[src/rtl/core/sdasc_pkg.sv]
// ----------------------------------------------------------------------------
// Stereo output stage package
// Widths, register indexes, fixed constants and the CORDIC angle table.
// ----------------------------------------------------------------------------
`default_nettype none

package sdasc_pkg;

    // Serial multiplier operand and product widths.
    localparam int MUL_A_W = 52;
    localparam int MUL_B_W = 29;
    localparam int MUL_P_W = MUL_A_W + MUL_B_W + 2;

    localparam int COEF_W    = 16;
    localparam int LEVEL_W   = 48;
    localparam int ROOT_W    = 32;
    localparam int RAD_W     = 64;
    localparam int CORDIC_W  = 52;
    localparam int ANGLE_W   = 27;
    localparam int CORDIC_ITERS = 24;
    localparam int ITER_W    = 5;
    localparam int OUT_W     = 16;
    localparam int IDLE_W    = 13;
    localparam int AVG_W     = 32;
    localparam int CFG_IDX_W = 1;

    // Configuration register indexes.
    localparam logic [CFG_IDX_W-1:0] REG_DC_COEF    = 1'b0;
    localparam logic [CFG_IDX_W-1:0] REG_LEVEL_COEF = 1'b1;

    localparam logic [COEF_W-1:0]  COEF_RESET  = 16'd380;
    localparam logic [LEVEL_W-1:0] LEVEL_FLOOR = 48'h0000_4000_0000;
    localparam logic [LEVEL_W-1:0] LEVEL_MAX   = 48'hFFFF_FFFF_FFFF;

    // 65534/pi in Q16.
    localparam logic [31:0] POST_SCALE_Q16 = 32'd1367088830;

    // atan(2^-i) in Q24.
    function automatic logic signed [ANGLE_W-1:0] atan_q24(input logic [ITER_W-1:0] i);
        logic signed [ANGLE_W-1:0] v;
        begin
            case (i)
                5'd0:  v = 27'sd13176795;
                5'd1:  v = 27'sd7778716;
                5'd2:  v = 27'sd4110060;
                5'd3:  v = 27'sd2086331;
                5'd4:  v = 27'sd1047214;
                5'd5:  v = 27'sd524117;
                5'd6:  v = 27'sd262123;
                5'd7:  v = 27'sd131069;
                5'd8:  v = 27'sd65536;
                5'd9:  v = 27'sd32768;
                5'd10: v = 27'sd16384;
                5'd11: v = 27'sd8192;
                5'd12: v = 27'sd4096;
                5'd13: v = 27'sd2048;
                5'd14: v = 27'sd1024;
                5'd15: v = 27'sd512;
                5'd16: v = 27'sd256;
                5'd17: v = 27'sd128;
                5'd18: v = 27'sd64;
                5'd19: v = 27'sd32;
                5'd20: v = 27'sd16;
                5'd21: v = 27'sd8;
                5'd22: v = 27'sd4;
                5'd23: v = 27'sd2;
                default: v = '0;
            endcase
            return v;
        end
    endfunction

    // Saturate a 40-bit value to the signed 32-bit range.
    function automatic logic signed [AVG_W-1:0] sat32(input logic signed [39:0] v);
        logic signed [AVG_W-1:0] r;
        begin
            if (v > 40'sh00_7FFF_FFFF)
            begin
                r = 32'sh7FFF_FFFF;
            end
            else if (v < -40'sh00_8000_0000)
            begin
                r = 32'sh8000_0000;
            end
            else
            begin
                r = v[AVG_W-1:0];
            end
            return r;
        end
    endfunction

endpackage

`default_nettype wire

[src/rtl/core/sdasc_mul.sv]
// ----------------------------------------------------------------------------
// Bit-serial multiplier
// Signed A times unsigned B, one bit of B per cycle, full product kept.
// ----------------------------------------------------------------------------
`default_nettype none

module sdasc_mul (
    input  logic                                  clk,
    input  logic                                  rst_n,
    input  logic                                  start,
    input  logic signed [sdasc_pkg::MUL_A_W-1:0]  a,
    input  logic [sdasc_pkg::MUL_B_W-1:0]         b,
    output logic                                  done,
    output logic signed [sdasc_pkg::MUL_P_W-1:0]  prod
);
    localparam int AW    = sdasc_pkg::MUL_A_W;
    localparam int BW    = sdasc_pkg::MUL_B_W;
    localparam int CNT_W = $clog2(BW + 1);

    logic                  busy_reg, busy_next;
    logic                  done_reg, done_next;
    logic [CNT_W-1:0]      cnt_reg, cnt_next;
    logic signed [AW-1:0]  a_reg;
    logic [BW-1:0]         b_reg;
    logic signed [AW+1:0]  hi_reg;
    logic [BW-1:0]         lo_reg;
    logic signed [AW+1:0]  addend;
    logic signed [AW+1:0]  sum;

    // One partial product is added per cycle, then the pair shifts right.
    assign addend = b_reg[0] ? {{2{a_reg[AW-1]}}, a_reg} : '0;
    assign sum    = hi_reg + addend;

    // Step counter and completion pulse.
    always_comb
    begin
        busy_next = busy_reg;
        cnt_next  = cnt_reg;
        done_next = 1'b0;
        if (start)
        begin
            busy_next = 1'b1;
            cnt_next  = CNT_W'(BW);
        end
        else if (busy_reg)
        begin
            cnt_next = cnt_reg - 1'b1;
            if (cnt_reg == CNT_W'(1))
            begin
                busy_next = 1'b0;
                done_next = 1'b1;
            end
        end
    end

    always_ff @(posedge clk or negedge rst_n)
    begin
        if (!rst_n)
        begin
            busy_reg <= 1'b0;
            done_reg <= 1'b0;
            cnt_reg  <= '0;
        end
        else
        begin
            busy_reg <= busy_next;
            done_reg <= done_next;
            cnt_reg  <= cnt_next;
        end
    end

    // Operand and accumulator shift registers.
    always_ff @(posedge clk)
    begin
        if (start)
        begin
            a_reg  <= a;
            b_reg  <= b;
            hi_reg <= '0;
            lo_reg <= '0;
        end
        else if (busy_reg)
        begin
            b_reg  <= {1'b0, b_reg[BW-1:1]};
            hi_reg <= sum >>> 1;
            lo_reg <= {sum[0], lo_reg[BW-1:1]};
        end
    end

    assign done = done_reg;
    assign prod = {hi_reg, lo_reg};

endmodule

`default_nettype wire

[config.mk]
export PLATFORM = sky130hd
export DESIGN_NAME = sdasc_mul
export DESIGN_NICKNAME = d
export VERILOG_FILES = /design/src/rtl/core/sdasc_pkg.sv /design/src/rtl/core/sdasc_mul.sv
export SDC_FILE = /design/constraint.sdc
export NUM_CORES = 1
export LEC_CHECK = 0
export BUFFER_PORTS_ARGS = -buffer_cell sky130_fd_sc_hd__buf_2
export CORE_UTILIZATION = 55
export CTS_CLUSTER_DIAMETER = 60
export CTS_CLUSTER_SIZE = 8
export DETAILED_ROUTE_END_ITERATION = 8
export PLACE_DENSITY_LB_ADDON = 0.3
export RECOVER_POWER = 50
export SYNTH_ARGS = -nofsm -noshare
export SYNTH_HDL_FRONTEND = slang
export SYNTH_SLANG_ARGS = --single-unit
[constraint.sdc]
create_clock -name clk -period 5 [get_ports clk]
set_input_delay 0.75 -clock clk [delete_from_list [all_inputs] [get_ports clk]]
set_output_delay 0.75 -clock clk [all_outputs]
set_load 0.02 [all_outputs]
== Yosys cells after proc, flatten, opt, wreduce, memory -nomap -nowiden ==
Index checks and enable logic that the tools add are counted.

* Reduce and logical (&&, ||, !) cells: 1
* Muxes and demuxes: 11
* Equality and inequality tests: 1
* $add $sub $neg: 2

{| class="wikitable"
|+ Operators with widths
! operator !! number
|-
| $mux W29 || 2
|-
| $add A53 B54 Y54 || 1
|-
| $mux W54 || 1
|-
| $mux W5 || 2
|-
| $mux W1 || 6
|-
| $eq A5 B1 Y1 const B || 1
|-
| $sub A5 B1 Y5 const B || 1
|-
| $reduce_bool A2 Y1 || 1
|}

* Flip-flop bits (word level): 170
* Word-level logic and storage cells: 22
* Input port bits: 84

== Logic depth before layout (Yosys ltp) ==
* Depth in word-level cells: 4
* Depth in mapped cells: 14
* Gate-level depth less buffers: 13

== Least setup slack after synthesis ==
OpenSTA, ideal clock, no wires.

* Kind: register to register
* Start point: register b_reg[0]
* End point: register hi_reg[49]
* Setup slack: 1.531 ns
* Setup time: 0.122 ns
* Buffers on the path: 1
* Arrival: 3.347 ns
* Stages on the path, launching flop included: 15
* Cell sequence: edfxtp_1 clkbuf_1 and2_1 ha_1 inv_1 fa_1 nand2b_1 a21oi_4 o2111ai_4 a211o_1 a2111oi_4 o2111ai_2 a2111oi_2 mux2i_1 nand3_1

* Longest elaborated chain between the ends: 2

{| class="wikitable"
|+ RTL lines
! element !! line !! text
|-
| start: declaration || sdasc_mul.sv:24 || <nowiki>logic [BW-1:0] b_reg;</nowiki>
|-
| start signal: assignment || sdasc_mul.sv:84 || <nowiki>b_reg <= {1'b0, b_reg[BW-1:1]};</nowiki>
|-
| $mux W54 || sdasc_mul.sv:31 || <nowiki>assign addend = b_reg[0] ? {{2{a_reg[AW-1]}}, a_reg} : '0;</nowiki>
|-
| $add A53 B54 Y54 || sdasc_mul.sv:32 || <nowiki>assign sum = hi_reg + addend;</nowiki>
|-
| end signal: assignment || sdasc_mul.sv:85 || <nowiki>hi_reg <= sum >>> 1;</nowiki>
|-
| end: declaration || sdasc_mul.sv:25 || <nowiki>logic signed [AW+1:0] hi_reg;</nowiki>
|}

No other way between the ends.
A chain may end at the register's enable or synchronous reset.

==> flow_summary.ini <==
[logic_synthesis]
synthesized_area_divided_by_synthesized_cell_count_sq_um = 10.2
synth_largest_area_cell = sky130_fd_sc_hd__edfxtp_1
synthesis.instances = 912
synth_flop_cell = sky130_fd_sc_hd__dfxtp_1
netlist_top_cells_area = sky130_fd_sc_hd__edfxtp_1 26%, sky130_fd_sc_hd__dfxtp_1 18%, sky130_fd_sc_hd__ha_1 7.4%, sky130_fd_sc_hd__mux2i_1 4.4%, sky130_fd_sc_hd__a21oi_1 3.9%
synth_nets = 1052
synthesis.area_sq_um = 9310
yosys_warnings = 0
async_flop_share = 0.0412
synth_sequential_area_ratio = 0.457
postSynthRegisterBits = 170
synth.top_cell.area_share = 0.261
post_synth_most_frequent_cells = 84 x sky130_fd_sc_hd__nor2_1, 82 x sky130_fd_sc_hd__dfxtp_1, 81 x sky130_fd_sc_hd__edfxtp_1
yosysMostFrequentCell = sky130_fd_sc_hd__nor2_1
synthDistinctLibCells = 67
synth-edff-count = 81

[grt]
track_usage = 0.250
grt_pass1_wl_mm = 34.9
vias_in_the_first_global_route = 7098
grt_overflow = 0
grt_start_max_net_pins = 64
antenna_found_initial = 1

[detailed_routing]
wirelength_mm = 21.4
num_vias = 7385
antenna_left = 0
post_detailed_route_drc_marker_count = 0
vias_per_cell = 5.75
drt_pass1_iterations = 7
routed_wire_length_per_instance_microns = 16.6
dr.first_iter.drc_count = 458

[power_and_ir_drop]
total_leakage_power_uw = 0.00498
pwr-share-seq = 0.385
total_switching_power_uw = 1690
worst_ir_drop_vdd_v = 0.000272
power.share.combinational = 0.317
power_switching_share = 0.362
internal_power_uw = 2970
pwr-share-clk = 0.298
power.density_nw_per_um2 = 429

[place]
place_congestion = 0.912
dp_slack_ns = 0.886
half_perimeter_wire_length_of_the_detailed_placement_result_mm = 15.1
numPortBuffers = 167

[timing]
post-route-worst-setup-slack_ns = 0.771
setup_repair_after_global_routing_missed_its_margin = false
hold-worst-slack_ns = 0.193
fmax_mhz = 236
tns_ns = 0
measured_slew_at_the_worst_slew_check_pin_ns = 3.43
slew-limit-headroom = -1.29
period_share = 0.846
post_layout_min_period_ns = 4.23
finClkSkew_ns = 0.00968
slew_viol_final = 64
finalSetupViolCount = 0
timing.final.hold_violations = 0

[clock_tree]
cts_tree = yes
cts.reportedPaths.clkPinSlew_ns = 0.07
cts_resized = 0
clk_path_buf_depth = 2
clock_tree.htree_level_count = 4
cts.root.buffer_cell = sky130_fd_sc_hd__clkbuf_16
cts_buffers = 17
cts-hold-fix-buffers = 0
cts.sinks = 170
clk-insertion-delay-late_ns = 0.44
cts.repair_timing.setup_buffer_count = 0

[worst_setup_path]
rrSetupSlack_ns = 0.93
worst_r2r_path_depth = 13
timing.critical_path.fanout_max = 63
rr_startpoint = b_reg[0]$_DFFE_PP_
critPathArrivalTime_ns = 4.56
startpoint_type = input pin
regToRegEndpoint = hi_reg[49]$_SDFFE_PP0P_
critical_path.endpoint_type = flop
worst_ep_required_time_ns = 5.33
setup.worst_path.class = in2reg

[flow_run]
maxCapViolations = 1

[floorplanning]
initial_core_util = 0.563
fp.coreArea_sq_um = 16500
io-pin-count = 168
num_rows = 47
die-area_sq_um = 17400
die-width_microns = 132
die_y_microns = 132

[layout]
num-fill-cells = 1361
final_layout_size_suffix_gt1_frac = 0.204
synthToLayoutAreaGrowth_pct = 16.7
multi_input_comb_area_sq_um = 4770
number_of_flip_flops_in_the_largest_register = 53
utilization_after_layout = 0.657
nNetsFinal = 1191
register_area_sq_um = 4250

[outcome]
failed_checks = max-capacitance violations, max-slew violations
status = finished, violations left

[hold_path]
hold_path_class = in2async
[per-stage QoR]
stage | instances | cell area, sq um | total power, uW
4_1_cts | 1284 | 10900 | 4690
5_1_grt | 1284 | 10900 | 4910
3_3_place_gp | 1252 | 10300 | 3270
3_5_place_dp | 1252 | 10300 | 3290
6_report | 1285 | 10900 | 4660
2_1_floorplan | 912 | 9310 | 2890
[worst max-delay path by stage]
stage / to / slack (ns) / start
2_1_floorplan: hi_reg[49]$_SDFFE_PP0P_ / 1.53 / b_reg[0]$_DFFE_PP_
3_3_place_gp: hi_reg[49]$_SDFFE_PP0P_ / 1.02 / b_reg[0]$_DFFE_PP_
3_5_place_dp: hi_reg[49]$_SDFFE_PP0P_ / 0.89 / b_reg[0]$_DFFE_PP_
4_1_cts: hi_reg[49]$_SDFFE_PP0P_ / 0.87 / b_reg[0]$_DFFE_PP_
5_1_grt: hi_reg[49]$_SDFFE_PP0P_ / 0.48 / start
6_report: hi_reg[49]$_SDFFE_PP0P_ / 0.77 / start
[per-layer routing]
layer / wire [microns] / track usage / up-vias
li1: - / - / 3621
met1: 9430 / 0.317 / 3524
met2: 10300 / 0.417 / 207
met3: 1240 / 0.0615 / 33
met4: 428 / 0.0859 / 0
met5: 0 / 0 / -
[critical path: stages]
cell and delay (ns):
sky130_fd_sc_hd__clkbuf_1 2.37, sky130_fd_sc_hd__clkbuf_2 0.98, sky130_fd_sc_hd__a2111oi_0 0.16, sky130_fd_sc_hd__mux2i_1 0.17, sky130_fd_sc_hd__nand3_1 0.08
[power groups by stage]
| stage | registers, uW | logic [uW] | clock network, uW |
|---|---|---|---|
| 6_report | 1790 | 1480 | 1390 |
| 5_1_grt | 1820 | 1620 | 1470 |
| 4_1_cts | 1790 | 1480 | 1410 |
| 3_5_place_dp | 1820 | 1470 | 0 |
| 3_3_place_gp | 1820 | 1450 | 0 |
| 2_1_floorplan | 1930 | 955 | 0 |
[logic make-up after synthesis]
kind of cell	count (synthesis)	share of synthesized area
xor gates and xnor gates	45	0.0423
DFF	170	0.457
buffers and inverters	76	0.0317
and+or+nand+nor	265	0.141
AOI/OAI and AO/OA	230	0.173
muxes	70	0.0792
adders and majority gates	56	0.0761
[cell usage in the layout, fill, tap and decap left out, types with 20 or more instances in the layout]
master,instances
sky130_fd_sc_hd__a21o_1,34
sky130_fd_sc_hd__mux2_2,29
sky130_fd_sc_hd__clkbuf_1,33
sky130_fd_sc_hd__a22o_1,21
sky130_fd_sc_hd__and2_1,54
sky130_fd_sc_hd__xnor2_1,29
sky130_fd_sc_hd__nand4_1,20
sky130_fd_sc_hd__nor2_1,83
sky130_fd_sc_hd__edfxtp_1,81
sky130_fd_sc_hd__buf_2,134
sky130_fd_sc_hd__nor3_1,22
sky130_fd_sc_hd__o21ai_0,33
sky130_fd_sc_hd__inv_1,21
sky130_fd_sc_hd__dfxtp_1,82
sky130_fd_sc_hd__ha_1,55
sky130_fd_sc_hd__mux2i_1,41
sky130_fd_sc_hd__a21oi_1,72
sky130_fd_sc_hd__nand2_1,46
[area by class of cell]
cell class / count / area share
Antenna cell: 1 / 0.000230
Clock inverter: 15 / 0.0196
Tap cell: 220 / 0.0253
Timing Repair Buffer: 174 / 0.0778
Clock buffer: 17 / 0.0392
Inverter: 22 / 0.00760
Multi-Input combinational cell: 666 / 0.439
Sequential cell: 170 / 0.391
Power figures use the tool's default switching activity.
