--- config.mk ---
export PLATFORM = sky130hd
export DESIGN_NAME = sdasc_cordic
export DESIGN_NICKNAME = d
export VERILOG_FILES = /design/src/rtl/core/sdasc_pkg.sv /design/src/rtl/core/sdasc_cordic.sv
export SDC_FILE = /design/constraint.sdc
export NUM_CORES = 1
export LEC_CHECK = 0
export ABC_AREA = 1
export BUFFER_PORTS_ARGS = -buffer_cell sky130_fd_sc_hd__buf_2
export CAP_MARGIN = 20
export CELL_PAD_IN_SITES_DETAIL_PLACEMENT = 1
export CELL_PAD_IN_SITES_GLOBAL_PLACEMENT = 1
export CORE_ASPECT_RATIO = 1.5
export CORE_MARGIN = 3
export CORE_UTILIZATION = 35
export CTS_BUF_LIST = sky130_fd_sc_hd__clkbuf_16
export CTS_CLUSTER_DIAMETER = 200
export CTS_CLUSTER_SIZE = 16
export DETAILED_ROUTE_END_ITERATION = 7
export PLACE_DENSITY_LB_ADDON = 0.08
export SLEW_MARGIN = 30
export SYNTH_ARGS = -nofsm -noshare
export SYNTH_HDL_FRONTEND = slang
export SYNTH_SLANG_ARGS = --single-unit
--- constraint.sdc ---
create_clock -name clk -period 10.82 [get_ports clk]
set_clock_uncertainty 0.15 [all_clocks]
set_input_delay 2.164 -clock clk [delete_from_list [all_inputs] [get_ports clk]]
set_output_delay 2.164 -clock clk [all_outputs]
set_load 0.03 [all_outputs]
--- src/rtl/core/sdasc_pkg.sv ---
// ----------------------------------------------------------------------------
// Stereo output stage package
// Widths, register indexes, fixed constants and the CORDIC angle table.
// ----------------------------------------------------------------------------
`default_nettype none

package sdasc_pkg;

    // Serial multiplier operand and product widths.
    localparam int MUL_A_W = 52;
    localparam int MUL_B_W = 29;
    localparam int MUL_P_W = MUL_A_W + MUL_B_W + 2;

    localparam int COEF_W    = 16;
    localparam int LEVEL_W   = 48;
    localparam int ROOT_W    = 32;
    localparam int RAD_W     = 64;
    localparam int CORDIC_W  = 52;
    localparam int ANGLE_W   = 27;
    localparam int CORDIC_ITERS = 24;
    localparam int ITER_W    = 5;
    localparam int OUT_W     = 16;
    localparam int IDLE_W    = 13;
    localparam int AVG_W     = 32;
    localparam int CFG_IDX_W = 1;

    // Configuration register indexes.
    localparam logic [CFG_IDX_W-1:0] REG_DC_COEF    = 1'b0;
    localparam logic [CFG_IDX_W-1:0] REG_LEVEL_COEF = 1'b1;

    localparam logic [COEF_W-1:0]  COEF_RESET  = 16'd380;
    localparam logic [LEVEL_W-1:0] LEVEL_FLOOR = 48'h0000_4000_0000;
    localparam logic [LEVEL_W-1:0] LEVEL_MAX   = 48'hFFFF_FFFF_FFFF;

    // 65534/pi in Q16.
    localparam logic [31:0] POST_SCALE_Q16 = 32'd1367088830;

    // atan(2^-i) in Q24.
    function automatic logic signed [ANGLE_W-1:0] atan_q24(input logic [ITER_W-1:0] i);
        logic signed [ANGLE_W-1:0] v;
        begin
            case (i)
                5'd0:  v = 27'sd13176795;
                5'd1:  v = 27'sd7778716;
                5'd2:  v = 27'sd4110060;
                5'd3:  v = 27'sd2086331;
                5'd4:  v = 27'sd1047214;
                5'd5:  v = 27'sd524117;
                5'd6:  v = 27'sd262123;
                5'd7:  v = 27'sd131069;
                5'd8:  v = 27'sd65536;
                5'd9:  v = 27'sd32768;
                5'd10: v = 27'sd16384;
                5'd11: v = 27'sd8192;
                5'd12: v = 27'sd4096;
                5'd13: v = 27'sd2048;
                5'd14: v = 27'sd1024;
                5'd15: v = 27'sd512;
                5'd16: v = 27'sd256;
                5'd17: v = 27'sd128;
                5'd18: v = 27'sd64;
                5'd19: v = 27'sd32;
                5'd20: v = 27'sd16;
                5'd21: v = 27'sd8;
                5'd22: v = 27'sd4;
                5'd23: v = 27'sd2;
                default: v = '0;
            endcase
            return v;
        end
    endfunction

    // Saturate a 40-bit value to the signed 32-bit range.
    function automatic logic signed [AVG_W-1:0] sat32(input logic signed [39:0] v);
        logic signed [AVG_W-1:0] r;
        begin
            if (v > 40'sh00_7FFF_FFFF)
            begin
                r = 32'sh7FFF_FFFF;
            end
            else if (v < -40'sh00_8000_0000)
            begin
                r = 32'sh8000_0000;
            end
            else
            begin
                r = v[AVG_W-1:0];
            end
            return r;
        end
    endfunction

endpackage

`default_nettype wire

--- src/rtl/core/sdasc_cordic.sv ---
// ----------------------------------------------------------------------------
// Vectoring CORDIC
// Computes atan(y/x) in Q24, one rotation per cycle, clamped at zero.
// ----------------------------------------------------------------------------
`default_nettype none

module sdasc_cordic (
    input  logic                                    clk,
    input  logic                                    rst_n,
    input  logic                                    start,
    input  logic signed [sdasc_pkg::CORDIC_W-1:0]   x0,
    input  logic signed [sdasc_pkg::CORDIC_W-1:0]   y0,
    output logic                                    done,
    output logic [sdasc_pkg::ANGLE_W-2:0]           angle
);
    localparam int CW = sdasc_pkg::CORDIC_W;
    localparam int ZW = sdasc_pkg::ANGLE_W;
    localparam int IW = sdasc_pkg::ITER_W;

    logic                  busy_reg, busy_next;
    logic                  done_reg, done_next;
    logic [IW-1:0]         iter_reg, iter_next;
    logic signed [CW-1:0]  x_reg;
    logic signed [CW-1:0]  y_reg;
    logic signed [ZW-1:0]  z_reg;
    logic signed [CW-1:0]  dx;
    logic signed [CW-1:0]  dy;
    logic signed [ZW-1:0]  rot;

    // Shifted terms for this rotation.
    assign dx  = y_reg >>> iter_reg;
    assign dy  = x_reg >>> iter_reg;
    assign rot = sdasc_pkg::atan_q24(iter_reg);

    always_comb
    begin
        busy_next = busy_reg;
        iter_next = iter_reg;
        done_next = 1'b0;
        if (start)
        begin
            busy_next = 1'b1;
            iter_next = '0;
        end
        else if (busy_reg)
        begin
            iter_next = iter_reg + 1'b1;
            if (iter_reg == IW'(sdasc_pkg::CORDIC_ITERS - 1))
            begin
                busy_next = 1'b0;
                done_next = 1'b1;
            end
        end
    end

    always_ff @(posedge clk or negedge rst_n)
    begin
        if (!rst_n)
        begin
            busy_reg <= 1'b0;
            done_reg <= 1'b0;
            iter_reg <= '0;
        end
        else
        begin
            busy_reg <= busy_next;
            done_reg <= done_next;
            iter_reg <= iter_next;
        end
    end

    // Rotate toward the x axis by the sign of y.
    always_ff @(posedge clk)
    begin
        if (start)
        begin
            x_reg <= x0;
            y_reg <= y0;
            z_reg <= '0;
        end
        else if (busy_reg)
        begin
            if (!y_reg[CW-1])
            begin
                x_reg <= x_reg + dx;
                y_reg <= y_reg - dy;
                z_reg <= z_reg + rot;
            end
            else
            begin
                x_reg <= x_reg - dx;
                y_reg <= y_reg + dy;
                z_reg <= z_reg - rot;
            end
        end
    end

    assign done  = done_reg;
    assign angle = z_reg[ZW-1] ? '0 : z_reg[ZW-2:0];

endmodule

`default_nettype wire

---- Word-level counts from Yosys, hierarchy flattened ----
Memory sizes are Yosys's and may differ from the RTL's.
Cells that the tools add are included.
cells by class
  add/subtract/negate cells ............... 7
  equality and inequality tests ........... 1
  shifts and indexed selects .............. 2
  muxes and demuxes ....................... 16
  reductions and logical operators ........ 1
operator list
  cell                                                            number
  52-bit two-way mux                                              6
  52-bit adder                                                    2
  52-bit by 5-bit >>> shifter with 52-bit output                  2
  52-bit subtractor                                               2
  27-bit adder                                                    1
  27-bit two-way mux                                              1
  27-bit subtractor                                               1
  26-bit two-way mux                                              1
  5-bit two-way mux                                               2
  1-bit two-way mux                                               6
  5-bit by 1-bit adder with 5-bit output (second input constant)  1
  5-bit == test (second input constant)                           1
  2-bit nonzero test                                              1
storage, ports and cells
  register bits after elaboration ......... 138
  ROM bits ................................ 768
  logic and storage cells ................. 34
  memories kept ........................... 1
memories
  memory            words  bits a word  rd ports  clocked after Yosys merged registers in  wr ports  line             RTL
  (name not given)  32     24           1         0                                        0         sdasc_pkg.sv:42  case (i)

---- Longest topological paths before layout ----
  depth in word-level cells ............... 5
  mapped depth ............................ 39
  mapped depth without buffers ............ 36

---- Least setup slack after synthesis ----
Ideal clock, no wire load.
  kind .................................... in2reg
  from .................................... input port start
  to ...................................... register x_reg[0] (enable)
  library setup time ...................... 0.509 ns
  data arrival time ....................... 5.647 ns
  required time ........................... 10.161 ns
  slack ................................... 4.514 ns
  cell stages on the path ................. 4
  cell sequence ........................... clkbuf_1 nor2_1 inv_1 buf_1
on the way
  word-level cells in the longest chain between the ends .. 1
ends and longest elaborated chain
  what                          line                RTL
  start: declaration            sdasc_cordic.sv:10  input logic start,
  2-bit nonzero test (no line)  -
  end signal: assignment        sdasc_cordic.sv:85  x_reg <= x_reg + dx;
  end signal: assignment        sdasc_cordic.sv:91  x_reg <= x_reg - dx;
  end: declaration              sdasc_cordic.sv:23  logic signed [CW-1:0] x_reg;
No other way between the ends.
A chain may end at the register's enable or synchronous reset.

---- Final worst setup path ----
  from .................................... register iter_reg[2]
  to ...................................... register x_reg[51] (data pin)
on the way
  word-level cells in the longest chain between the ends .. 5
  elaborated cells on any way between the ends .. 6
  classes of those cells .................. add/sub (2); shift (1); mux (3)
ends and longest elaborated chain
  what                                                      line                                    RTL
  start: declaration                                        sdasc_cordic.sv:22                      logic [IW-1:0] iter_reg, iter_next;
  start signal: assignment                                  sdasc_cordic.sv:68                      iter_reg <= iter_next;
  52-bit by 5-bit >>> shifter with 52-bit output *          sdasc_cordic.sv:31                      assign dx = y_reg >>> iter_reg;
  52-bit adder / 52-bit subtractor (equally long branches)  sdasc_cordic.sv:85, sdasc_cordic.sv:91
  52-bit two-way mux *                                      sdasc_cordic.sv:83                      if (!y_reg[CW-1])
  52-bit two-way mux *                                      sdasc_cordic.sv:81                      else if (busy_reg)
  52-bit two-way mux *                                      sdasc_cordic.sv:75                      if (start)
Every way passes the cells marked *; elsewhere a longest branch is shown, timed or not. The select of a mux whose other input is x is not followed.

==> impl_summary.md <==
Yosys
The number of enable flip-flop cells after synthesis is 104. The synthesized netlist occupies a cell area of roughly 24000 um2. Counting flops and latches in the post-synthesis netlist gives 138. By count the netlist is led by sky130_fd_sc_hd__nand2_1, sky130_fd_sc_hd__nand3_1, sky130_fd_sc_hd__inv_1, sky130_fd_sc_hd__nor2_1, sky130_fd_sc_hd__a21oi_1.

The number of different library cells in the post-synthesis netlist is just over 60. The synthesized net count is 4457. Sorting the synthesized cells by area gives the leading types as sky130_fd_sc_hd__nand2_1, sky130_fd_sc_hd__nand3_1, sky130_fd_sc_hd__edfxtp_1, sky130_fd_sc_hd__ha_1, sky130_fd_sc_hd__inv_1.

After synthesis, the share of flip-flops with an asynchronous set or reset is about 5%. The library cell with the highest instance count after synthesis is sky130_fd_sc_hd__nand2_1. Summed over all instances, the cell type with the most area after synthesis is sky130_fd_sc_hd__nand2_1.

The number of warnings issued by yosys is 0. The share of the Yosys chip area taken by registers is between 15 and 20%. The fraction of synthesized cell area taken by the top area cell type is a little over a fifth. The cell count after synthesis came out at 4204. The post-synthesis area per instance is 5.65 um2. The most used flip-flop cell after synthesis is sky130_fd_sc_hd__edfxtp_1.

Worst setup path
The required time of the critical path is 10.93 ns. The type of element capturing the critical path is a flop. The startpoint identified for the worst register-to-register timing path is iter_reg[2]$_DFFE_PN0P_.

The type of the worst setup path is flop to flop. The startpoint of the worst setup timing path is iter_reg[2]$_DFFE_PN0P_. The critical path launch point type is a flop. The highest net fanout along the worst path is roughly 70. At the worst endpoint, the arrival time is 7.44 ns.

STA
The post-route minimum period is between 7 and 8 ns. Setup repair after global routing left no endpoint under its margin. The timing-limited maximum frequency is 0.137 GHz. The number of hold-slack violations in the final timing report came to 0. The final-report max-slew violation count is 0. The slew at the pin with the worst max-slew slack is 0.991 ns. Setup violations remaining at the end of the flow were counted as 0. In this run the tightest slew margin relative to its limit is 33.2%.

The final clock period utilization by the worst path is 67.7%. The post-route setup TNS is 0 ns.

Clock tree
The clock slew at the register clock pins of the worst setup and hold paths is 0.07 ns. The count of cells resized by post-cts repair is 0. The library cell used as clock root buffer is sky130_fd_sc_hd__clkbuf_16. The hold buffer count at CTS is 0. The CTS tree is built. Once the clock tree was built, the setup fixing pass inserted 0 buffers. The clock network latency to the later pin of the worst-skew pair is approximately 0.52 ns. The clock buffer count from CTS is 17.

The maximum number of buffers from clock root to sink is 2. CTS saw 138 sinks. The H-tree was split into 4 levels.

Global routing
Global routing used 32.5% of the available tracks. For met2 alone, demand over resource in global routing was 59.3%. The wire length of the first global-routing pass is approximately 180000 um. The initial antenna violation count is 0. The via count of the first global-routing pass was 29.5k.

The met3 track demand over resource in global routing is under 10%. Global routing consumed, on the met1 layer, between 30% and 40% of the routing resources. The total global routing overflow is 0.

The largest net degree at the start of global routing is 107. met2 is the most crowded layer.

Routing
The detailed-route vias per instance is approximately 5.6. The via total after detailed routing is 28.5k. In the final routed layout, each cell accounts on average for about 23 um.

The length of the first detailed-routing pass in iterations is 5. The count of nets left with antenna violations once routing finished came out at 0. The first-iteration detailed-routing DRC count is 1736. The total wirelength of the detailed-routed design is roughly 120000 um. The remaining routing DRC violations is 0.

Floorplanning
The die covers 71100 um2. The initial utilization of the core area, before any placement, comes to ~35%. The floorplan step set the die height to ~330 um. The area of the core is about 67000 um2. The die is 219 um wide. During I/O placement, the number of pins put on the boundary was around 130. After floorplanning, the core was divided into 116 placement rows.

Final layout
The final-stage net count is 4473. The final core area utilization is 37.9%. The growth of design area from synthesis to finish is 7.00%.

In the final layout, the share of cells above drive strength 1 is 8.20%. The number of antenna diodes in the final layout is 0.

Flow run
The number of violations of the max-capacitance limit is 0.

Run status
The run finished with clean final reports.

Placed design
Routability-driven placement finished with a final weighted congestion of about 1. Once detailed placement completed, the half-perimeter wirelength came to 97100 um. The count of buffers added on input and output ports is 133.

Hold path
The kind of path behind the tightest hold check is flop to flop. The startpoint of the tightest hold check path is z_reg[14]$_SDFFE_PP0P_.
==> stage by stage <==
stage | setup WS [ns] | instances | hold WS, ns | area [um2]
finish | 3.50 | 5118 | 0.353 | 25400
global route | 3.08 | 5118 | 0.375 | 25400
CTS | 3.59 | 5118 | 0.356 | 25400
detailed placement | 3.59 | 5086 | 0.346 | 24800
global placement | 3.63 | 5086 | 0.344 | 24800
floorplan | 4.51 | 4204 | 0.297 | 23800
==> logic make-up after synthesis <==
logic type | share of synthesized area [%]
mux | 0.0421
xor+xnor | 4.83
simple gates | 46.8
fa+ha+maj | 7.78
compound gates | 13.9
buf+inv | 10.5
flops | 16.1
==> layout by cell type (no fill, tap or decap), types with 87 or more instances in the layout <==
cell type                  netlist  final
sky130_fd_sc_hd__o21ai_0       201    201
sky130_fd_sc_hd__edfxtp_1      104    104
sky130_fd_sc_hd__nand2_1      1351   1351
sky130_fd_sc_hd__buf_2          44    132
sky130_fd_sc_hd__nor2_1        379    378
sky130_fd_sc_hd__xor2_1         87     87
sky130_fd_sc_hd__a21oi_1       238    238
sky130_fd_sc_hd__inv_1         384    381
sky130_fd_sc_hd__ha_1          143    143
sky130_fd_sc_hd__nand3_1       690    690
==> worst max-delay path, cell delays in order, from the launching register on <==
cell	delay, ns
sky130_fd_sc_hd__dfrtp_4	0.67
sky130_fd_sc_hd__inv_2	0.52
sky130_fd_sc_hd__buf_4	0.72
sky130_fd_sc_hd__nand3_1	0.20
sky130_fd_sc_hd__nand3_1	0.16
sky130_fd_sc_hd__nand3_1	0.10
sky130_fd_sc_hd__nand2_1	0.16
sky130_fd_sc_hd__inv_1	0.08
sky130_fd_sc_hd__ha_1	0.23
sky130_fd_sc_hd__inv_1	0.15
sky130_fd_sc_hd__nand2_1	0.09
sky130_fd_sc_hd__xor2_1	0.20
sky130_fd_sc_hd__ha_1	0.34
sky130_fd_sc_hd__nand2_1	0.06
sky130_fd_sc_hd__o21ai_0	0.31
sky130_fd_sc_hd__a21oi_1	0.19
sky130_fd_sc_hd__o21ai_0	0.54
sky130_fd_sc_hd__a21oi_1	0.24
sky130_fd_sc_hd__o21ai_0	0.66
sky130_fd_sc_hd__a21boi_0	0.41
sky130_fd_sc_hd__o21ai_0	0.48
sky130_fd_sc_hd__nand3_1	0.13
sky130_fd_sc_hd__nand3_1	0.10
sky130_fd_sc_hd__nand2_1	0.07
==> final timing paths <==
path / end / slack [ns] / depth (start not counted)
setup / recovery: x_reg[51]$_DFFE_PP_ / 3.50 / 23
hold / removal: z_reg[14]$_SDFFE_PP0P_ / 0.35 / 2
setup reg to reg: x_reg[51]$_DFFE_PP_ / 3.50 / 23
hold reg to reg: z_reg[14]$_SDFFE_PP0P_ / 0.35 / 2
max in group asynchronous: iter_reg[2]$_DFFE_PN0P_ / 9.00 / 1
min in group asynchronous: iter_reg[4]$_DFFE_PN0P_ / 1.33 / 1
==> routing by layer <==
metal / routed length [um] / vias up
met4: 8670 / 0
met3: 3200 / 278
met1: 45600 / 13700
met2: 59600 / 639
li1: - / 13900
met5: 0 / -
==> final cells by class <==
class | count | area (um2)
clock buffers | 19 | 475
clock inverters | 13 | 113
fillers | 9460 | 41600
flip-flops and latches | 138 | 3850
repair buffers | 154 | 826
inverters | 428 | 1620
well taps | 885 | 1110
multi-input cells | 3481 | 17400
Power is not shown: default switching activity piles up to over one toggle a cycle in this logic, so the estimate is an artifact.
