$ cat config.mk
export PLATFORM = sky130hd
export DESIGN_NAME = sdasc_isqrt
export DESIGN_NICKNAME = d
export VERILOG_FILES = /design/src/rtl/core/sdasc_pkg.sv /design/src/rtl/core/sdasc_isqrt.sv
export SDC_FILE = /design/constraint.sdc
export NUM_CORES = 1
export LEC_CHECK = 0
export CAP_MARGIN = 15
export CORE_ASPECT_RATIO = 0.8
export CORE_MARGIN = 1
export CORE_UTILIZATION = 34
export CTS_CLUSTER_DIAMETER = 80
export DETAILED_ROUTE_END_ITERATION = 6
export DONT_BUFFER_PORTS = 1
export SLEW_MARGIN = 20
export SYNTH_ARGS = -nofsm -noshare
export SYNTH_HDL_FRONTEND = slang
export SYNTH_SLANG_ARGS = --single-unit
$ cat constraint.sdc
create_clock -name clk -period 3.6 [get_ports clk]
set_input_delay 0.72 -clock clk [delete_from_list [all_inputs] [get_ports clk]]
set_output_delay 0.72 -clock clk [all_outputs]
set_load 0.1 [all_outputs]
$ cat src/rtl/core/sdasc_pkg.sv
// ----------------------------------------------------------------------------
// Stereo output stage package
// Widths, register indexes, fixed constants and the CORDIC angle table.
// ----------------------------------------------------------------------------
`default_nettype none

package sdasc_pkg;

    // Serial multiplier operand and product widths.
    localparam int MUL_A_W = 52;
    localparam int MUL_B_W = 29;
    localparam int MUL_P_W = MUL_A_W + MUL_B_W + 2;

    localparam int COEF_W    = 16;
    localparam int LEVEL_W   = 48;
    localparam int ROOT_W    = 32;
    localparam int RAD_W     = 64;
    localparam int CORDIC_W  = 52;
    localparam int ANGLE_W   = 27;
    localparam int CORDIC_ITERS = 24;
    localparam int ITER_W    = 5;
    localparam int OUT_W     = 16;
    localparam int IDLE_W    = 13;
    localparam int AVG_W     = 32;
    localparam int CFG_IDX_W = 1;

    // Configuration register indexes.
    localparam logic [CFG_IDX_W-1:0] REG_DC_COEF    = 1'b0;
    localparam logic [CFG_IDX_W-1:0] REG_LEVEL_COEF = 1'b1;

    localparam logic [COEF_W-1:0]  COEF_RESET  = 16'd380;
    localparam logic [LEVEL_W-1:0] LEVEL_FLOOR = 48'h0000_4000_0000;
    localparam logic [LEVEL_W-1:0] LEVEL_MAX   = 48'hFFFF_FFFF_FFFF;

    // 65534/pi in Q16.
    localparam logic [31:0] POST_SCALE_Q16 = 32'd1367088830;

    // atan(2^-i) in Q24.
    function automatic logic signed [ANGLE_W-1:0] atan_q24(input logic [ITER_W-1:0] i);
        logic signed [ANGLE_W-1:0] v;
        begin
            case (i)
                5'd0:  v = 27'sd13176795;
                5'd1:  v = 27'sd7778716;
                5'd2:  v = 27'sd4110060;
                5'd3:  v = 27'sd2086331;
                5'd4:  v = 27'sd1047214;
                5'd5:  v = 27'sd524117;
                5'd6:  v = 27'sd262123;
                5'd7:  v = 27'sd131069;
                5'd8:  v = 27'sd65536;
                5'd9:  v = 27'sd32768;
                5'd10: v = 27'sd16384;
                5'd11: v = 27'sd8192;
                5'd12: v = 27'sd4096;
                5'd13: v = 27'sd2048;
                5'd14: v = 27'sd1024;
                5'd15: v = 27'sd512;
                5'd16: v = 27'sd256;
                5'd17: v = 27'sd128;
                5'd18: v = 27'sd64;
                5'd19: v = 27'sd32;
                5'd20: v = 27'sd16;
                5'd21: v = 27'sd8;
                5'd22: v = 27'sd4;
                5'd23: v = 27'sd2;
                default: v = '0;
            endcase
            return v;
        end
    endfunction

    // Saturate a 40-bit value to the signed 32-bit range.
    function automatic logic signed [AVG_W-1:0] sat32(input logic signed [39:0] v);
        logic signed [AVG_W-1:0] r;
        begin
            if (v > 40'sh00_7FFF_FFFF)
            begin
                r = 32'sh7FFF_FFFF;
            end
            else if (v < -40'sh00_8000_0000)
            begin
                r = 32'sh8000_0000;
            end
            else
            begin
                r = v[AVG_W-1:0];
            end
            return r;
        end
    endfunction

endpackage

`default_nettype wire

$ cat src/rtl/core/sdasc_isqrt.sv
// ----------------------------------------------------------------------------
// Digit-serial square root
// Floor square root of a 64-bit value, one root bit per cycle.
// ----------------------------------------------------------------------------
`default_nettype none

module sdasc_isqrt (
    input  logic                             clk,
    input  logic                             rst_n,
    input  logic                             start,
    input  logic [sdasc_pkg::RAD_W-1:0]      radicand,
    output logic                             done,
    output logic [sdasc_pkg::ROOT_W-1:0]     root
);
    localparam int RW    = sdasc_pkg::ROOT_W;
    localparam int VW    = sdasc_pkg::RAD_W;
    localparam int CNT_W = $clog2(RW + 1);

    logic              busy_reg, busy_next;
    logic              done_reg, done_next;
    logic [CNT_W-1:0]  cnt_reg, cnt_next;
    logic [VW-1:0]     v_reg;
    logic [RW+1:0]     rem_reg;
    logic [RW-1:0]     root_reg;
    logic [RW+3:0]     rem_sh;
    logic [RW+3:0]     trial;
    logic              fits;

    // Bring down two radicand bits and try the next root bit.
    assign rem_sh = {rem_reg, v_reg[VW-1:VW-2]};
    assign trial  = {2'b00, root_reg, 2'b01};
    assign fits   = (rem_sh >= trial);

    always_comb
    begin
        busy_next = busy_reg;
        cnt_next  = cnt_reg;
        done_next = 1'b0;
        if (start)
        begin
            busy_next = 1'b1;
            cnt_next  = CNT_W'(RW);
        end
        else if (busy_reg)
        begin
            cnt_next = cnt_reg - 1'b1;
            if (cnt_reg == CNT_W'(1))
            begin
                busy_next = 1'b0;
                done_next = 1'b1;
            end
        end
    end

    always_ff @(posedge clk or negedge rst_n)
    begin
        if (!rst_n)
        begin
            busy_reg <= 1'b0;
            done_reg <= 1'b0;
            cnt_reg  <= '0;
        end
        else
        begin
            busy_reg <= busy_next;
            done_reg <= done_next;
            cnt_reg  <= cnt_next;
        end
    end

    // Radicand, remainder and root shift registers.
    always_ff @(posedge clk)
    begin
        if (start)
        begin
            v_reg    <= radicand;
            rem_reg  <= '0;
            root_reg <= '0;
        end
        else if (busy_reg)
        begin
            v_reg <= {v_reg[VW-3:0], 2'b00};
            if (fits)
            begin
                rem_reg  <= (RW+2)'(rem_sh - trial);
                root_reg <= {root_reg[RW-2:0], 1'b1};
            end
            else
            begin
                rem_reg  <= rem_sh[RW+1:0];
                root_reg <= {root_reg[RW-2:0], 1'b0};
            end
        end
    end

    assign done = done_reg;
    assign root = root_reg;

endmodule

`default_nettype wire

# ---- After elaboration in Yosys (flattened, before gate mapping)
# Cells that the tools add are included.
dict set report word_totals {
  register_bits 138
  latchBits 0
  mem_bits_rw 0
  mem_bits_ro 0
  input_bits 67
  elab_cells 23
  mem_count 0
}
dict set report op_classes {
  addsub 2
  mul 0
  n_div 0
  magnitude_cmp 1
  n_eq_ne 1
  shift 0
  n_mux 12
  n_bitwise 0
  reduce_logical 1
}
# op n
set op_table {}
lappend op_table {{64-bit two-way mux} 2}
lappend op_table {{36-bit by 34-bit greater-or-equal comparator with 1-bit output} 1}
lappend op_table {{34-bit two-way mux} 1}
lappend op_table {{34-bit subtractor} 1}
lappend op_table {{6-bit two-way mux} 2}
lappend op_table {{1-bit two-way mux} 7}
lappend op_table {{6-bit by 1-bit equality test with 1-bit output, second input constant} 1}
lappend op_table {{6-bit by 1-bit subtractor with 6-bit output, second input constant} 1}
lappend op_table {{2-bit nonzero test} 1}

# ---- Logic depth before layout (Yosys ltp)
# Gate-level depths: netlist of the first run.
dict set report depth {
  depth_word 4
  depth_mapped 13
  ltp_nobuf 11
}

# ---- Worst setup path after synthesis of the first run
# Ideal clock, no wire load.
dict set report synth_path {
  kind {register to register}
  startpoint {register root_reg[22] (netlist: root[22])}
  endpoint {register rem_reg[31]}
  setup_time_ns 0.091
  arrival_ns 3.216
  required_time_ns 3.509
  path_slack_ns 0.293
  stages_incl_launch_ff 12
  n_path_buf 0
  period_less_slack_ns 3.307
  path_cell_list {dfxtp_1 > inv_1 > ha_1 > a21o_1 > a21o_1 > a21o_1 > a221o_1 > a21o_1 > a41oi_1 > mux2i_1 > o21ai_1 > a311oi_1}
}
dict set report synth_between {
  elab_chain_len 2
  elab_cells_between_ends 3
  classes_between {add/sub: 1; order compare: 1; mux: 1}
}
# item line
set synth_rtl {}
lappend synth_rtl {{start: declaration} sdasc_isqrt.sv:24} ;# logic [RW-1:0] root_reg;
lappend synth_rtl {{start signal: assignment} sdasc_isqrt.sv:86} ;# root_reg <= {root_reg[RW-2:0], 1'b1};
lappend synth_rtl {{start signal: assignment} sdasc_isqrt.sv:91} ;# root_reg <= {root_reg[RW-2:0], 1'b0};
lappend synth_rtl {{34-bit subtractor / 36-bit by 34-bit greater-or-equal comparator with 1-bit output (equally long branches)} {sdasc_isqrt.sv:85, sdasc_isqrt.sv:32}}
lappend synth_rtl {{34-bit two-way mux *} sdasc_isqrt.sv:83} ;# if (fits)
lappend synth_rtl {{end signal: assignment} sdasc_isqrt.sv:85} ;# rem_reg <= (RW+2)'(rem_sh - trial);
lappend synth_rtl {{end signal: assignment} sdasc_isqrt.sv:90} ;# rem_reg <= rem_sh[RW+1:0];
lappend synth_rtl {{end: declaration} sdasc_isqrt.sv:23} ;# logic [RW+1:0] rem_reg;
# Every way passes the cells marked *; elsewhere a longest branch is shown, timed or not.
# A chain may end at the register's enable or synchronous reset.

# ---- Final worst setup path of the first run
dict set report layout_path {
  startpoint {register root_reg[5] (netlist: root[5])}
  endpoint {register rem_reg[26]}
}
# The elaborated chain is that of the path after synthesis.

==> impl_metrics.csv, run 1 <==
group,metric,value,unit
synth,synthTopCellsByArea,"edfxtp_1, dfxtp_1, mux2_2",
timing,setup_tns,0,ps
flow_run,max_cap_viol_count,0,
floorplan,design.die.area,23000,um^2
floorplan,initial_core_util,35.0,%
synth,synth_edf_count,64,
floorplan,coreArea,21700,um^2
clock_network,numCtsBuffers,17,
power,ir_drop,0.473,mV
power,power_frac_seq,28.6,%
synth,synth_compound_area_share,12.6,%
clock_network,cts_num_sinks,138,
timing,worst_pin_slew,891,ps
synth,synth_mux_area_share,17.1,%
finish,final_cell_area,8720,um^2
drt,wl_per_cell,15.0,um
clock_network,clkLatencyLatePin,430,ps
drt,route.met2.wl,6740,um
clock_network,htree_levels,4,
worst_setup_path,crit_path_top_delay_cell,"o41ai_1",
global_routing,grt_pass1_wl,26300,um
placement,post-place-ws,633,ps
finish,final_cells,1065,
global_routing,grt_max_degree,141,
synth,synth_fp_nets,834,
timing,post-route-period-util,83.4,%
placement,postPlaceCellArea,8110,um^2
power,combinationalPowerShare,47.9,%
placement,portBuffers,0,
worst_setup_path,critPathKind,"register to register",
placement,place_hpwl,10900,um
worst_setup_path,cp.arrival,3270,ps
drt,drt_iter0_drc,295,
finish,synthToLayoutAreaGrowth,14.6,%
floorplan,fp-row-count,48,
drt,m1WireLength,7710,um
worst_setup_path,rr_startpoint,"root[5]",
global_routing,grt_usage,14.5,%
drt,drt_first_pass_iters,5,
drt,vias_per_cell,4.95,
timing,setup_ws,598,ps
timing,hold_violations,0,
synth,async_flop_share,5.80,%
worst_hold_path,min-delay-path-class,"primary input to register",
clock_network,cts-root-buf,"clkbuf_16",
finish,drive_gt1_share,18.3,%
synth,syn_area,7610,um^2
global_routing,grt_overflow,0,
power,intPower,4.57,mW
power,power_density,865,nW/um^2
synth,synth.most_common_cell,"nor2_1",
power,power.share.clock,23.5,%
power,p_sw,2.98,mW
clock_network,cts_tree,"yes",
worst_setup_path,cpPeakStageDelay,540,ps
worst_setup_path,worst_setup_path_end_kind,"register",
placement,place_congestion,0.830,
synth,synth_common_cells,"nor2_1, dfxtp_1, edfxtp_1, mux2_2, mux2i_1",
timing,fin_crit,3000,ps
synth,yosys.area_share.adder,5.92,%
drt,drt.antenna.violating_nets,0,
clock_network,clk_pin_slew_worst_paths,70,ps
outcome,status,"complete, no violations",
synth,avgSynthCellArea,10.4,um^2
worst_setup_path,path_cells,"inv_1 > ha_1 > a21oi_1 > nand2_1 > o211a_1 > o41ai_1 > o21ai_1 > a41o_1 > a21oi_1 > xor2_1 > a31oi_1",
worst_setup_path,startpoint,"root[5]",
timing,clock_skew,11.9,ps
synth,seq_area_frac_synth,45.2,%
synth,yosys.area.top_type,"edfxtp_1",
synth,synth_top_family_by_area,"multiplexers",
finish,largest_reg_flops,64,
worst_hold_path,hold_start,"start",
finish,fin_nets,853,
timing,rsz0062_at_grt,"false",
synth,yosys.area_share.simple,10.7,%
global_routing,antenna_found_initial,6,
synth,ys_warn_count,0,
synth,synth_top_area_share,25.2,%
global_routing,grt_pass1_vias,5300,
drt,wl_met3,1320,um
drt,wl,15900,um
worst_setup_path,crit_top_cell,"a21oi_1",
drt,drc,0,
drt,vias,5267,
synth,synth-xor-area-share,3.80,%
power,p_leak,3.74,nW
finish,fillerInstances,2210,
synth,postSynthCellCount,731,
power,switching_share,39.5,%
clock_network,post-cts-setup-buffers,0,
finish,utilization,40.1,%
floorplan,die-width,169,um
placement,place_inst,1030,
floorplan,ios,100,
synth,synth_cell_type_count,61,
worst_setup_path,cp-start-kind,"register",
worst_setup_path,crit_fanout,4,
timing,max_freq,0.333,GHz
drt,routed.top_layer,"met5",
worst_setup_path,critPathRequiredTime,3870,ps
floorplan,die_h,136,um
clock_network,cts_max_path_buffers,2,
clock_network,post_cts_resized,0,
synth,ys_ff_latch,138,
timing,slew_headroom,40.7,%
timing,maxSlewViolCount,0,
synth,synth_ff_type,"dfxtp_1",
timing,finalSetupViolations,0,
## power groups by stage
stage	registers [mW]	logic, mW	clock network (mW)
after detailed placement	2.19	3.58	0
after global routing	2.20	4.00	1.88
after CTS	2.16	3.62	1.82
final	2.15	3.62	1.77
after global placement	2.19	3.56	0
after floorplan	2.20	2.96	0
## critical path: cells and delay by family (launching register included)
family / cells / cell delay (ps)
AOI/OAI and AO/OA: 7 / 1800
adders and majority gates: 1 / 340
DFF: 1 / 330
xor gates and xnor gates: 1 / 200
and+or+nand+nor: 1 / 120
buffers and inverters: 1 / 50
## kinds of logic after synthesis
logic type | after synthesis
AOI/OAI and AO/OA | 141
xor gates and xnor gates | 33
adders and majority gates | 36
buffers and inverters | 87
DFF | 138
muxes | 122
and+or+nand+nor | 174
## through the flow
stage / hold WS, ps / power [mW]
3_3_place_gp: 425 / 5.75
4_1_cts: 337 / 7.60
2_1_floorplan: 424 / 5.16
6_report: 379 / 7.54
5_1_grt: 355 / 8.08
3_5_place_dp: 425 / 5.77
## layer usage
layer / track usage [%] / vias to the layer above
met3: 6.40 / 16
met1: 19.1 / 2463
met4: 4.40 / 4
met5: 0 / -
li1: - / 2666
met2: 21.4 / 118
## cells in the final DEF, fill, tap and decap left out, drive strengths merged, types with 3 or more instances in the layout
master / instances
buf: 36
clkbuf: 17
nand3b: 3
dfxtp: 66
ha: 36
o21ai: 24
clkinv: 4
a21o: 11
o21a: 5
mux2i: 60
xor2: 8
and2: 6
a311oi: 3
nand3: 10
nand2b: 7
mux2: 62
nor3: 10
nor2: 92
a31oi: 5
a21oi: 37
xnor2: 25
o211ai: 7
a211oi: 30
dfrtp: 8
edfxtp: 64
nand2: 26
nor2b: 4
inv: 61
nand4: 3
## timing repair
action | in CTS | in global routing
hold buffers | 1 | 0
hold endpoints to repair | 8 | 0
endpoints found under the setup margin | 0 | 0
## cell type report
cell class                 count  area, um^2  area share, %
clock inverter                15         176           2.02
timing repair buffer          37         293           3.36
inverter                      50         188           2.15
tap                          300         375           4.30
multi-input combinational    506        3810           43.7
sequential                   138        3450           39.5
clock buffer                  17         425           4.88
antenna                        2        5.00         0.0574
## worst paths after layout
check / to / slack [ps] / cells past startpoint
worst max-delay path: rem_reg[26] / 600 / 11
worst min-delay path: cnt_reg[3] / 380 / 1
worst max register to register: rem_reg[26] / 600 / 11
worst min register to register: rem_reg[2] / 500 / 2
max in group asynchronous: busy_reg / 2630 / 1
min in group asynchronous: cnt_reg[3] / 650 / 1
No activity file was read; power rests on OpenSTA's default activity.
==> run 2: changes to the inputs <==
==> constraint.sdc (replaced) <==
create_clock -name clk -period 2.9 [get_ports clk]
set_input_delay 0.58 -clock clk [delete_from_list [all_inputs] [get_ports clk]]
set_output_delay 0.58 -clock clk [all_outputs]
set_load 0.1 [all_outputs]
==> impl_metrics.csv, run 2 (synthesis gave the netlist of run 1 again) <==
group,metric,value,unit
outcome,status,"complete, no violations",
power,intPower,5.98,mW
finish,fillerInstances,2151,
global_routing,grt_overflow,0,
floorplan,fp-row-count,48,
clock_network,clk_pin_slew_worst_paths,70,ps
worst_setup_path,path_cells,"inv_1 > ha_1 > a21oi_1 > nand2_1 > o211a_1 > o41ai_2 > o21ai_1 > a41o_1 > a21oi_1 > xor2_1 > a31oi_1",
power,switching_share,38.2,%
timing,fin_crit,2730,ps
worst_setup_path,startpoint,"root[3]",
placement,place_hpwl,11000,um
drt,drt_first_pass_iters,4,
worst_hold_path,min-delay-path-class,"primary input to register",
timing,worst_pin_slew,876,ps
worst_setup_path,worst_setup_path_end_kind,"register",
clock_network,clkLatencyLatePin,420,ps
power,combinationalPowerShare,48.8,%
floorplan,die-width,169,um
finish,final_common_cell,"nor2_1",
drt,wl,16100,um
power,power_density,1080,nW/um^2
power,ir_drop,0.522,mV
drt,vias,5276,
finish,drive_gt1_share,24.6,%
worst_setup_path,crit_fanout,5,
placement,post-place-ws,67.5,ps
clock_network,cts-root-buf,"clkbuf_16",
clock_network,cts_tree,"yes",
floorplan,ios,100,
placement,place_congestion,0.907,
clock_network,cts_num_sinks,138,
finish,most-common-layout-cells,"nor2_1, edfxtp_1, mux2_2",
power,power.share.clock,23.8,%
drt,wl_per_cell,14.8,um
worst_setup_path,crit_end,"rem_reg[26]",
timing,setup_tns,0,ps
worst_setup_path,rr_worst_depth,11,
drt,drt_iter0_drc,305,
global_routing,grt_max_degree,141,
floorplan,design.die.area,23000,um^2
drt,vias_per_cell,4.87,
worst_setup_path,critPathKind,"register to register",
power,power_frac_seq,27.4,%
placement,portBuffers,0,
worst_setup_path,cp-start-kind,"register",
timing,finalSetupViolations,0,
finish,synthToLayoutAreaGrowth,17.7,%
worst_setup_path,cpPeakStageDelay,380,ps
worst_setup_path,cp.arrival,3010,ps
drt,drc,0,
drt,drt.antenna.violating_nets,0,
timing,rsz0062_at_grt,"false",
timing,post-route-period-util,94.0,%
timing,setup_ws,175,ps
timing,max_freq,0.367,GHz
floorplan,coreArea,21700,um^2
finish,largest_reg_flops,64,
worst_setup_path,r2r_slack,170,ps
worst_setup_path,rr_startpoint,"root[3]",
timing,hold_violations,0,
timing,maxSlewViolCount,0,
clock_network,cts_max_path_buffers,2,
floorplan,die_h,136,um
finish,fin_nets,871,
global_routing,antenna_found_initial,3,
worst_setup_path,crit_top_cell,"a21oi_1",
floorplan,initial_core_util,35.0,%
worst_setup_path,crit_path_top_delay_cell,"o41ai_2",
clock_network,htree_levels,4,
global_routing,grt_pass1_wl,26500,um
timing,clock_skew,11.7,ps
timing,slew_headroom,41.6,%
power,p_leak,3.85,nW
worst_setup_path,critPathRequiredTime,3190,ps
flow_run,max_cap_viol_count,0,
clock_network,numCtsBuffers,17,
power,p_sw,3.71,mW
global_routing,grt_usage,14.6,%
worst_setup_path,timing.rr.end,"rem_reg[26]",
global_routing,grt_pass1_vias,5291,
run 2: changes by cell type in the layout (fill, tap and decap cells not counted), sizes merged:
cell	previous run	this run
bufinv	0	2
inv	61	58
buf	36	54
clkinvlp	0	2
diode	2	3
clkinv	4	3
run 2: layer usage:
layer | track usage [%] | vias to the layer above | wire length [um]
li1 | - | 2712 | -
met1 | 19.1 | 2461 | 8000
met2 | 22.4 | 90 | 6900
met3 | 5.53 | 11 | 1000
met4 | 4.55 | 2 | 140
met5 | 0 | - | 10
run 2: how the worst min path moves through the flow:
stage / slack [ps] / depth (start not counted) / to / start
after floorplan: 280 / 0 / busy_reg / rst_n
after global routing: 220 / 1 / cnt_reg[2] / start
final: 330 / 1 / cnt_reg[3] / start
after global placement: 280 / 0 / cnt_reg[4] / rst_n
after CTS: 210 / 1 / cnt_reg[3] / start
after detailed placement: 280 / 0 / cnt_reg[3] / rst_n
run 2: power by group through the flow:
stage          sequential (mW)  clock (mW)  combinational (mW)
6_report                  2.66        2.31                4.72
5_1_grt                   2.70        2.45                5.25
4_1_cts                   2.66        2.37                4.58
3_5_place_dp              2.69           0                4.53
3_3_place_gp              2.69           0                4.50
2_1_floorplan             2.74           0                3.68
run 2: repair_timing:
action	4_1_cts	5_1_grt
hold buffers	1	0
hold endpoints to repair	8	0
setup buffers	0	4
pin swaps	0	1
endpoints found under the setup margin	1	32
gates resized for setup	1	7
run 2: area by class of cell:
| type | instances | area, um^2 | area share, % |
|---|---|---|---|
| tap | 300 | 375 | 4.19 |
| antenna | 3 | 7.51 | 0.0838 |
| clock buffer | 17 | 425 | 4.75 |
| multi-input combinational | 506 | 3850 | 42.9 |
| timing repair buffer | 55 | 435 | 4.86 |
| clock inverter | 15 | 198 | 2.21 |
| sequential | 138 | 3480 | 38.9 |
| inverter | 50 | 191 | 2.14 |
run 2: metrics by stage:
stage / utilization (%) / hold slack, ps / power [mW] / std cells / area, um^2
finish: 41.2 / 330 / 9.69 / 1084 / 8960
detailed placement: 37.9 / 285 / 7.22 / 1044 / 8250
global placement: 37.9 / 285 / 7.19 / 1044 / 8250
global route: 41.2 / 220 / 10.4 / 1082 / 8960
CTS: 40.9 / 211 / 9.61 / 1077 / 8890
floorplan: - / 284 / 6.41 / 731 / 7650
run 2: worst max-delay path, delay by kind of cell, from the launching register on:
kind | cells | cell delay, ps
XOR/XNOR | 1 | 190
buffers and inverters | 1 | 40
adder cells (fa/ha/maj) | 1 | 360
AND/OR/NAND/NOR | 1 | 90
flip-flops | 1 | 320
AO/OA/AOI/OAI | 7 | 1580
